[config.mk]
export PLATFORM = sky130hd
export DESIGN_NAME = qmc_ctrl
export DESIGN_NICKNAME = d
export VERILOG_FILES = /design/src/hdl/qmc_pkg.sv /design/src/hdl/qmc_ctrl.sv
export SDC_FILE = /design/constraint.sdc
export NUM_CORES = 1
export LEC_CHECK = 0
export ABC_AREA = 1
export BUFFER_PORTS_ARGS = -buffer_cell sky130_fd_sc_hd__buf_2
export CAP_MARGIN = 0
export CORE_MARGIN = 2
export CORE_UTILIZATION = 30
export CTS_CLUSTER_DIAMETER = 30
export DETAILED_ROUTE_END_ITERATION = 6
export PLACE_DENSITY = 0.47
export SLEW_MARGIN = 20
export SYNTH_ARGS = -nofsm -noshare
export SYNTH_HDL_FRONTEND = slang
export SYNTH_SLANG_ARGS = --single-unit
[constraint.sdc]
create_clock -name clk -period 3.5 [get_ports clk]
set_input_delay 1.05 -clock clk [delete_from_list [all_inputs] [get_ports clk]]
set_output_delay 1.05 -clock clk [all_outputs]
set_load 0.005 [all_outputs]
[src/hdl/qmc_pkg.sv]
// ----------------------------------------------------------------------------
// qmc_pkg: shared types and constants of the quantile mapping corrector
// Item structs, result status codes and the controller to datapath signals.
// ----------------------------------------------------------------------------
package qmc_pkg;

    localparam int MAX_POINTS_DEF = 128;
    localparam logic [7:0] POINTS_RESET = 8'd100;
    localparam logic KIND_ADD = 1'b0;

    typedef struct packed {
        logic              kind;
        logic signed [31:0] obs_value;
        logic              obs_valid;
        logic signed [31:0] fcst_value;
        logic              fcst_valid;
    } in_item_t;

    typedef struct packed {
        logic signed [31:0] result_value;
        logic [2:0]         status;
    } out_item_t;

    typedef enum logic [2:0] {
        ST_INTERP   = 3'd0,
        ST_EQUAL    = 3'd1,
        ST_CLAMP_LO = 3'd2,
        ST_CLAMP_HI = 3'd3,
        ST_PASS     = 3'd4,
        ST_STORED   = 3'd5,
        ST_IGNORED  = 3'd6
    } status_t;

    typedef enum logic [1:0] {
        OP_REMOVE = 2'd0,
        OP_INSERT = 2'd1,
        OP_SEARCH = 2'd2
    } scan_op_t;

    typedef enum logic {
        LIST_OBS  = 1'b0,
        LIST_FCST = 1'b1
    } list_t;

    typedef enum logic [2:0] {
        RES_NONE    = 3'd0,
        RES_STORED  = 3'd1,
        RES_IGNORED = 3'd2,
        RES_PASS    = 3'd3,
        RES_CALC    = 3'd4
    } res_sel_t;

    typedef struct packed {
        logic     load;
        logic     scan_start;
        scan_op_t scan_op;
        list_t    scan_list;
        logic     ring_rd;
        logic     drop;
        logic     store;
        logic     ord0;
        logic     ord1;
        logic     ord2;
        logic     mul;
        logic     div_start;
        res_sel_t res_sel;
        logic     emit;
    } ctrl_cmd_t;

    typedef struct packed {
        logic is_add;
        logic pair_ok;
        logic corr_pass;
        logic need_drop;
        logic scan_done;
        logic need_div;
        logic div_busy;
        logic out_free;
    } dp_stat_t;

endpackage

[src/hdl/qmc_ctrl.sv]
// ----------------------------------------------------------------------------
// qmc_ctrl: controller of the quantile mapping corrector
// Sequences drops, sorted inserts, the search, the division and the result.
// ----------------------------------------------------------------------------
module qmc_ctrl (
    input  logic                clk,
    input  logic                rst_n,
    input  logic                in_valid,
    output logic                in_ready,
    input  qmc_pkg::dp_stat_t   stat,
    output qmc_pkg::ctrl_cmd_t  cmd
);
    import qmc_pkg::*;

    typedef enum logic [17:0] {
        S_IDLE   = 18'h00001,
        S_DECIDE = 18'h00002,
        S_CHECK  = 18'h00004,
        S_RING   = 18'h00008,
        S_RMO    = 18'h00010,
        S_RMF    = 18'h00020,
        S_DROP   = 18'h00040,
        S_INSO   = 18'h00080,
        S_INSF   = 18'h00100,
        S_STORE  = 18'h00200,
        S_SEARCH = 18'h00400,
        S_ORD0   = 18'h00800,
        S_ORD1   = 18'h01000,
        S_ORD2   = 18'h02000,
        S_MUL    = 18'h04000,
        S_DIVS   = 18'h08000,
        S_DIV    = 18'h10000,
        S_EMIT   = 18'h20000
    } state_t;

    state_t state_reg;
    state_t state_next;

    always_ff @(posedge clk or negedge rst_n)
    begin
        if (!rst_n)
        begin
            state_reg <= S_IDLE;
        end
        else
        begin
            state_reg <= state_next;
        end
    end

    assign in_ready = (state_reg == S_IDLE);

    always_comb
    begin
        state_next = state_reg;
        cmd        = '0;
        cmd.scan_op   = OP_SEARCH;
        cmd.scan_list = LIST_OBS;
        cmd.res_sel   = RES_NONE;
        case (state_reg)
            S_IDLE:
            begin
                if (in_valid)
                begin
                    cmd.load   = 1'b1;
                    state_next = S_DECIDE;
                end
            end
            S_DECIDE:
            begin
                if (stat.is_add)
                begin
                    if (stat.pair_ok)
                    begin
                        state_next = S_CHECK;
                    end
                    else
                    begin
                        cmd.res_sel = RES_IGNORED;
                        state_next  = S_EMIT;
                    end
                end
                else if (stat.corr_pass)
                begin
                    cmd.res_sel = RES_PASS;
                    state_next  = S_EMIT;
                end
                else
                begin
                    cmd.scan_start = 1'b1;
                    cmd.scan_op    = OP_SEARCH;
                    cmd.scan_list  = LIST_FCST;
                    state_next     = S_SEARCH;
                end
            end
            S_CHECK:
            begin
                if (stat.need_drop)
                begin
                    cmd.ring_rd = 1'b1;
                    state_next  = S_RING;
                end
                else
                begin
                    cmd.scan_start = 1'b1;
                    cmd.scan_op    = OP_INSERT;
                    cmd.scan_list  = LIST_OBS;
                    state_next     = S_INSO;
                end
            end
            S_RING:
            begin
                cmd.scan_start = 1'b1;
                cmd.scan_op    = OP_REMOVE;
                cmd.scan_list  = LIST_OBS;
                state_next     = S_RMO;
            end
            S_RMO:
            begin
                if (stat.scan_done)
                begin
                    cmd.scan_start = 1'b1;
                    cmd.scan_op    = OP_REMOVE;
                    cmd.scan_list  = LIST_FCST;
                    state_next     = S_RMF;
                end
            end
            S_RMF:
            begin
                if (stat.scan_done)
                begin
                    state_next = S_DROP;
                end
            end
            S_DROP:
            begin
                cmd.drop   = 1'b1;
                state_next = S_CHECK;
            end
            S_INSO:
            begin
                if (stat.scan_done)
                begin
                    cmd.scan_start = 1'b1;
                    cmd.scan_op    = OP_INSERT;
                    cmd.scan_list  = LIST_FCST;
                    state_next     = S_INSF;
                end
            end
            S_INSF:
            begin
                if (stat.scan_done)
                begin
                    state_next = S_STORE;
                end
            end
            S_STORE:
            begin
                cmd.store   = 1'b1;
                cmd.res_sel = RES_STORED;
                state_next  = S_EMIT;
            end
            S_SEARCH:
            begin
                if (stat.scan_done)
                begin
                    state_next = S_ORD0;
                end
            end
            S_ORD0:
            begin
                cmd.ord0   = 1'b1;
                state_next = S_ORD1;
            end
            S_ORD1:
            begin
                cmd.ord1   = 1'b1;
                state_next = S_ORD2;
            end
            S_ORD2:
            begin
                cmd.ord2   = 1'b1;
                state_next = S_MUL;
            end
            S_MUL:
            begin
                cmd.mul = 1'b1;
                if (stat.need_div)
                begin
                    state_next = S_DIVS;
                end
                else
                begin
                    cmd.res_sel = RES_CALC;
                    state_next  = S_EMIT;
                end
            end
            S_DIVS:
            begin
                cmd.div_start = 1'b1;
                state_next    = S_DIV;
            end
            S_DIV:
            begin
                if (!stat.div_busy)
                begin
                    cmd.res_sel = RES_CALC;
                    state_next  = S_EMIT;
                end
            end
            S_EMIT:
            begin
                if (stat.out_free)
                begin
                    cmd.emit   = 1'b1;
                    state_next = S_IDLE;
                end
            end
            default:
            begin
                state_next = S_IDLE;
            end
        endcase
    end

endmodule

==> flow_metrics.env, run 1 <==
export IMPL_clock_latency_ns=0.26
export IMPL_syn_nets=204
export IMPL_ios=29
export IMPL_synth_ff_type="dfrtp_1"
export IMPL_hp_start="state_reg[5]"
export IMPL_grt_overflow_total=0
export IMPL_die_area_um2=4940
export IMPL_worst_endpoint_required_ns=2.45
export IMPL_ant_nets=0
export IMPL_clk_pin_slew_ns=0.07
export IMPL_clock_skew_ns=0.00615
export IMPL_start_util_pct=30.7
export IMPL_via_per_inst=4.47
export IMPL_synth_compound_area_share_pct=5.12
export IMPL_worstHoldEndpoint="state_reg[5]"
export IMPL_dr_total_vias=1233
export IMPL_first_pass_iters=4
export IMPL_maxCapViolations=0
export IMPL_crit_path_end_kind="output pin"
export IMPL_period_minus_slack_ns=3.00
export IMPL_syn_to_final_growth_pct=18.9
export IMPL_fin_area_um2=1570
export IMPL_numPortBuffers=28
export IMPL_cts_setup_buffers=0
export IMPL_ys_seq_area_share_pct=34.3
export IMPL_crit_fanout=13
export IMPL_wirelength_mm=3.28
export IMPL_largest_register_ffs=18
export IMPL_synth_xor_xnor_area_share_pct=0
export IMPL_dpl_hpwl_mm=2.65
export IMPL_wire_per_inst_um=11.9
export IMPL_synth_seq_cells=18
export IMPL_rr_worst_depth=10
export IMPL_rrSetupSlack_ns=1.60
export IMPL_clock_sinks=18
export IMPL_timing_final_crit_share_pct=85.8
export IMPL_setup_tns_ns=0
export IMPL_multi_input_area_um2=717
export IMPL_vdd_drop_max_mv=0.191
export IMPL_numCtsBuffers=3
export IMPL_diodes=0
export IMPL_grt_pass1_wl_mm=5.46
export IMPL_hold_violations=0
export IMPL_r2r_start="state_reg[15]"
export IMPL_synth_top_family_by_area="simple AND/OR/NAND/NOR gates"
export IMPL_start_kind="register"
export IMPL_synthArstFlopShare_pct=100
export IMPL_status="complete, no violations"
export IMPL_core_um2=4290
export IMPL_cts_tree="done"
export IMPL_setup_viol=0
export IMPL_fp_row_count=24
export IMPL_synth_edf_count=0
export IMPL_clockBufferDepth=2
export IMPL_cts_root_buf="clkbuf_8"
export IMPL_final_nets=236
export IMPL_antenna_found_initial=0
export IMPL_grt_usage_pct=14.3
export IMPL_p_per_area_nw_per_um2=452
export IMPL_die_h_um=70.3
export IMPL_clock_fmax_ghz=0.333
export IMPL_grt_max_degree=19
export IMPL_mostFrequentLayoutCells="36 x inv_1, 36 x nor2_1, 35 x nand2_1"
export IMPL_drive_above_1_share_pct=29.9
export IMPL_rr_endpoint="state_reg[0]"
export IMPL_holdPathStages=2
export IMPL_ys_warn_count=0
export IMPL_grt_pass1_vias=1139
export IMPL_hold_class="reg -> reg"
export IMPL_final_max_slew_viol_count=0
export IMPL_htreeDepth=1
export IMPL_dpl_cell_area_um2=1510
export IMPL_holdBufCountCts=0
export IMPL_critPathKind="reg -> out"
export IMPL_syn_area_um2=1320
export IMPL_syn_avg_cell_area_um2=6.83
export IMPL_fillers=477
export IMPL_cp_arrival_ns=1.95
export IMPL_worst_slew_pin_slew_ns=0.432
export IMPL_rsz0062_at_grt="false"
export IMPL_drt_iter0_drc=48
export IMPL_leakage_nw=0.986
export IMPL_post_cts_resized=0
export IMPL_yosys_area_share_simple_pct=49.2
export IMPL_maxSlewHeadroom_pct=71.2
export IMPL_final_core_util_pct=36.5
export IMPL_syn_inst=193
export IMPL_place_congestion=0.805
export IMPL_synth_distinct_cells=25
export IMPL_drc=0
export IMPL_regArea_um2=452
export IMPL_dieWidth_um=70.3
export IMPL_synth_adder_area_share_pct=0
export IMPL_synthMuxAreaShare_pct=0
-- final cells by class --
type                       count  area share, %
clock buffer                   4           3.51
multi-input combinational    137           45.7
inverter                      37           8.86
tap                           52           4.15
sequential                    18           28.8
timing repair buffer          28           8.94
-- worst max path at each step --
stage | slack [ns] | startpoint | end | cells past startpoint
after floorplan | 1.08 | stat[4] | cmd[15] | 3
after global placement | 0.74 | stat[4] | cmd[15] | 5
after global routing | 0.29 | state_reg[11] | cmd[14] | 8
after detailed placement | 0.73 | stat[4] | cmd[15] | 5
final | 0.50 | state_reg[15] | cmd[14] | 8
after CTS | 0.47 | state_reg[9] | cmd[14] | 8
-- stage by stage --
stage	worst slack (ns)	power, mW	hold WS (ns)	cells
global route	0.292	0.761	0.560	276
detailed placement	0.729	0.535	0.528	272
floorplan	1.08	0.453	0.471	193
global placement	0.738	0.538	0.537	272
finish	0.498	0.708	0.551	276
CTS	0.474	0.717	0.550	276
-- kinds of logic (layout without fill, tap and decap cells) --
family	count (synthesis)	in the layout
AO/OA/AOI/OAI	12	12
buffers and inverters	38	69
flip-flops	18	18
AND/OR/NAND/NOR	125	125
-- per-layer routing --
metal	GRT usage (%)	part of all wire (%)	up-vias
met5	0	0	-
met4	3.21	0.64	0
met3	3.46	3.8	2
met2	24.1	50	23
met1	18.4	46	547
li1	-	-	661
-- cells in the mapped netlist, drive strengths merged, types with 5 or more instances --
cell type / n / area (µm²)
dfrtp: 17 / 425
or2: 5 / 31.3
o21ai: 9 / 45.0
nand3: 21 / 145
nor2: 51 / 249
inv: 37 / 139
nand4: 5 / 37.5
nand2: 40 / 168
-- critical path: stages (launching register included) --
cell	delay (ns)
dfrtp_1	0.40
nor2_2	0.18
nand2_2	0.09
nor2_4	0.33
nand3_2	0.21
nand3_1	0.15
o21ai_0	0.09
o221ai_1	0.09
buf_2	0.16
-- report_power, final --
group	internal (mW)	switching, mW
sequential	0.226	0.0101
combinational	0.0980	0.194
clock	0.100	0.0795
No activity file was read; power rests on OpenSTA's default activity.
==> run 2, diff against run 1 <==
--- a/config.mk
+++ b/config.mk
@@ -12,7 +12,7 @@
 export CORE_UTILIZATION = 30
 export CTS_CLUSTER_DIAMETER = 30
 export DETAILED_ROUTE_END_ITERATION = 6
-export PLACE_DENSITY = 0.47
+export PLACE_DENSITY = 0.49
 export SLEW_MARGIN = 20
 export SYNTH_ARGS = -nofsm -noshare
 export SYNTH_HDL_FRONTEND = slang
==> constraint.sdc (replaced) <==
create_clock -name clk -period 2.55 [get_ports clk]
set_input_delay 0.765 -clock clk [delete_from_list [all_inputs] [get_ports clk]]
set_output_delay 0.765 -clock clk [all_outputs]
set_load 0.005 [all_outputs]
==> run 2 against run 1 <==
Non-clock buffer count up 15. Largest cell class unchanged. Final cell count up 5.4%. Setup slack worse by 0.47 ns. Clock power increased by 17%. Largest power group unchanged. Critical path depth unchanged.
==> flow_metrics.env, run 2 (same netlist as run 1, synthesis figures left out) <==
export IMPL_status="complete, no violations"
export IMPL_maxSlewHeadroom_pct=71.6
export IMPL_grt_busiest_layer="met2"
export IMPL_grt_usage_pct=15.5
export IMPL_htreeDepth=1
export IMPL_rr_worst_depth=13
export IMPL_clockBufferDepth=2
export IMPL_crit_fanout=8
export IMPL_dpl_hpwl_mm=2.75
export IMPL_wire_per_inst_um=12.3
export IMPL_drc=0
export IMPL_dieWidth_um=70.3
export IMPL_mostFrequentLayoutCells="35 x inv_1, 35 x nor2_1, 34 x nand2_1"
export IMPL_fp_row_count=24
export IMPL_rr_endpoint="state_reg[0]"
export IMPL_diodes=0
export IMPL_cts_tree="done"
export IMPL_use_met1_pct=18.7
export IMPL_use_met2_pct=27.9
export IMPL_dr_total_vias=1309
export IMPL_first_pass_iters=4
export IMPL_p_per_area_nw_per_um2=585
export IMPL_ant_nets=0
export IMPL_place_congestion=0.803
export IMPL_core_um2=4290
export IMPL_rsz0062_at_grt="true"
export IMPL_final_max_slew_viol_count=0
export IMPL_cp_arrival_ns=1.76
export IMPL_ios=29
export IMPL_leakage_nw=1.08
export IMPL_holdBufCountCts=0
export IMPL_r2r_start="state_reg[12]"
export IMPL_start_util_pct=30.7
export IMPL_drt_iter0_drc=63
export IMPL_critPathKind="reg -> out"
export IMPL_setup_viol=0
export IMPL_cts_root_buf="clkbuf_8"
export IMPL_largest_register_ffs=18
export IMPL_clock_skew_ns=0.00498
export IMPL_hold_class="in -> async"
export IMPL_clock_latency_ns=0.26
export IMPL_numPortBuffers=28
export IMPL_stdcell_count=291
export IMPL_die_h_um=70.3
export IMPL_grt_pass1_wl_mm=6.08
export IMPL_setup_tns_ns=0
export IMPL_grt_pass1_vias=1326
export IMPL_final_nets=251
export IMPL_numCtsBuffers=3
export IMPL_via_per_inst=4.50
export IMPL_vdd_drop_max_mv=0.263
export IMPL_clock_fmax_ghz=0.396
export IMPL_clock_sinks=18
export IMPL_hold_violations=0
export IMPL_syn_to_final_growth_pct=34.0
export IMPL_clk_pin_slew_ns=0.07
export IMPL_dp_slack_ns=0.153
export IMPL_drive_above_1_share_pct=37.7
export IMPL_timing_final_crit_share_pct=99.0
export IMPL_grt_max_degree=19
export IMPL_worst_endpoint_required_ns=1.79
export IMPL_layout_setup_ws_ns=0.0248
export IMPL_start_kind="register"
export IMPL_rrSetupSlack_ns=0.65
export IMPL_maxCapViolations=0
export IMPL_holdWs_ns=0.434
export IMPL_period_minus_slack_ns=2.53
export IMPL_wirelength_mm=3.57
export IMPL_fillers=462
export IMPL_crit_path_end_kind="output pin"
export IMPL_grt_use_met3_pct=3.90
export IMPL_antenna_found_initial=0
export IMPL_worst_slew_pin_slew_ns=0.425
export IMPL_die_area_um2=4940
export IMPL_grt_overflow_total=0
export IMPL_dp_cells=274
-- run 2: cell types whose count changed in the layout (fill, tap and decap cells not counted), sizes merged --
cell,delta
buf,+15
-- run 2: report_power, final --
part	switching, mW	total (mW)	internal [mW]
sequential	0.0155	0.326	0.311
combinational	0.306	0.497	0.191
clock	0.0994	0.210	0.111
-- run 2: worst max-delay path, cell delays in order, from the launching register on --
cell and delay, ns:
dfrtp_1 0.41, nor2_4 0.15, nand2_2 0.08, nor2_4 0.26, buf_6 0.15, nand3_2 0.11
nand2_2 0.11, o221ai_2 0.10, buf_2 0.14
-- run 2: stage by stage --
step / utilization, % / cell area (µm²) / power (mW)
2_1_floorplan: - / 1320 / 0.622
3_3_place_gp: 35.6 / 1530 / 0.761
3_5_place_dp: 35.6 / 1530 / 0.760
4_1_cts: 39.4 / 1690 / 1.01
5_1_grt: 41.1 / 1770 / 1.12
6_report: 41.1 / 1770 / 1.03
-- run 2: layout make-up --
type	count	area [µm²]	share of cell area, %
multi-input cells	137	798	45.2
flip-flops and latches	18	452	25.6
repair buffers	43	268	15.2
inverters	37	139	7.86
well taps	52	65.1	3.68
clock buffers	4	45.0	2.55
-- run 2: routing by layer --
layer | routed length (µm) | share of wire, %
met4 | 17 | 0.48
met1 | 1600 | 45
met5 | 0 | 0
met2 | 1850 | 52
met3 | 106 | 3.0
-- run 2: repair_timing --
action	4_1_cts	5_1_grt
setup buffers	10	3
endpoints found under the setup margin	3	8
pin swaps	5	6
gates cloned	0	0
resized for setup	9	13
-- run 2: how the worst max path moves through the flow --
stage | slack, ns | to | startpoint
6_report | 0.02 | cmd[14] | state_reg[12]
5_1_grt | -0.1 | cmd[14] | state_reg[12]
4_1_cts | 0.002 | cmd[14] | state_reg[8]
3_5_place_dp | 0.15 | cmd[14] | state_reg[16]
3_3_place_gp | 0.18 | cmd[14] | state_reg[16]
2_1_floorplan | 0.52 | cmd[14] | state_reg[13]
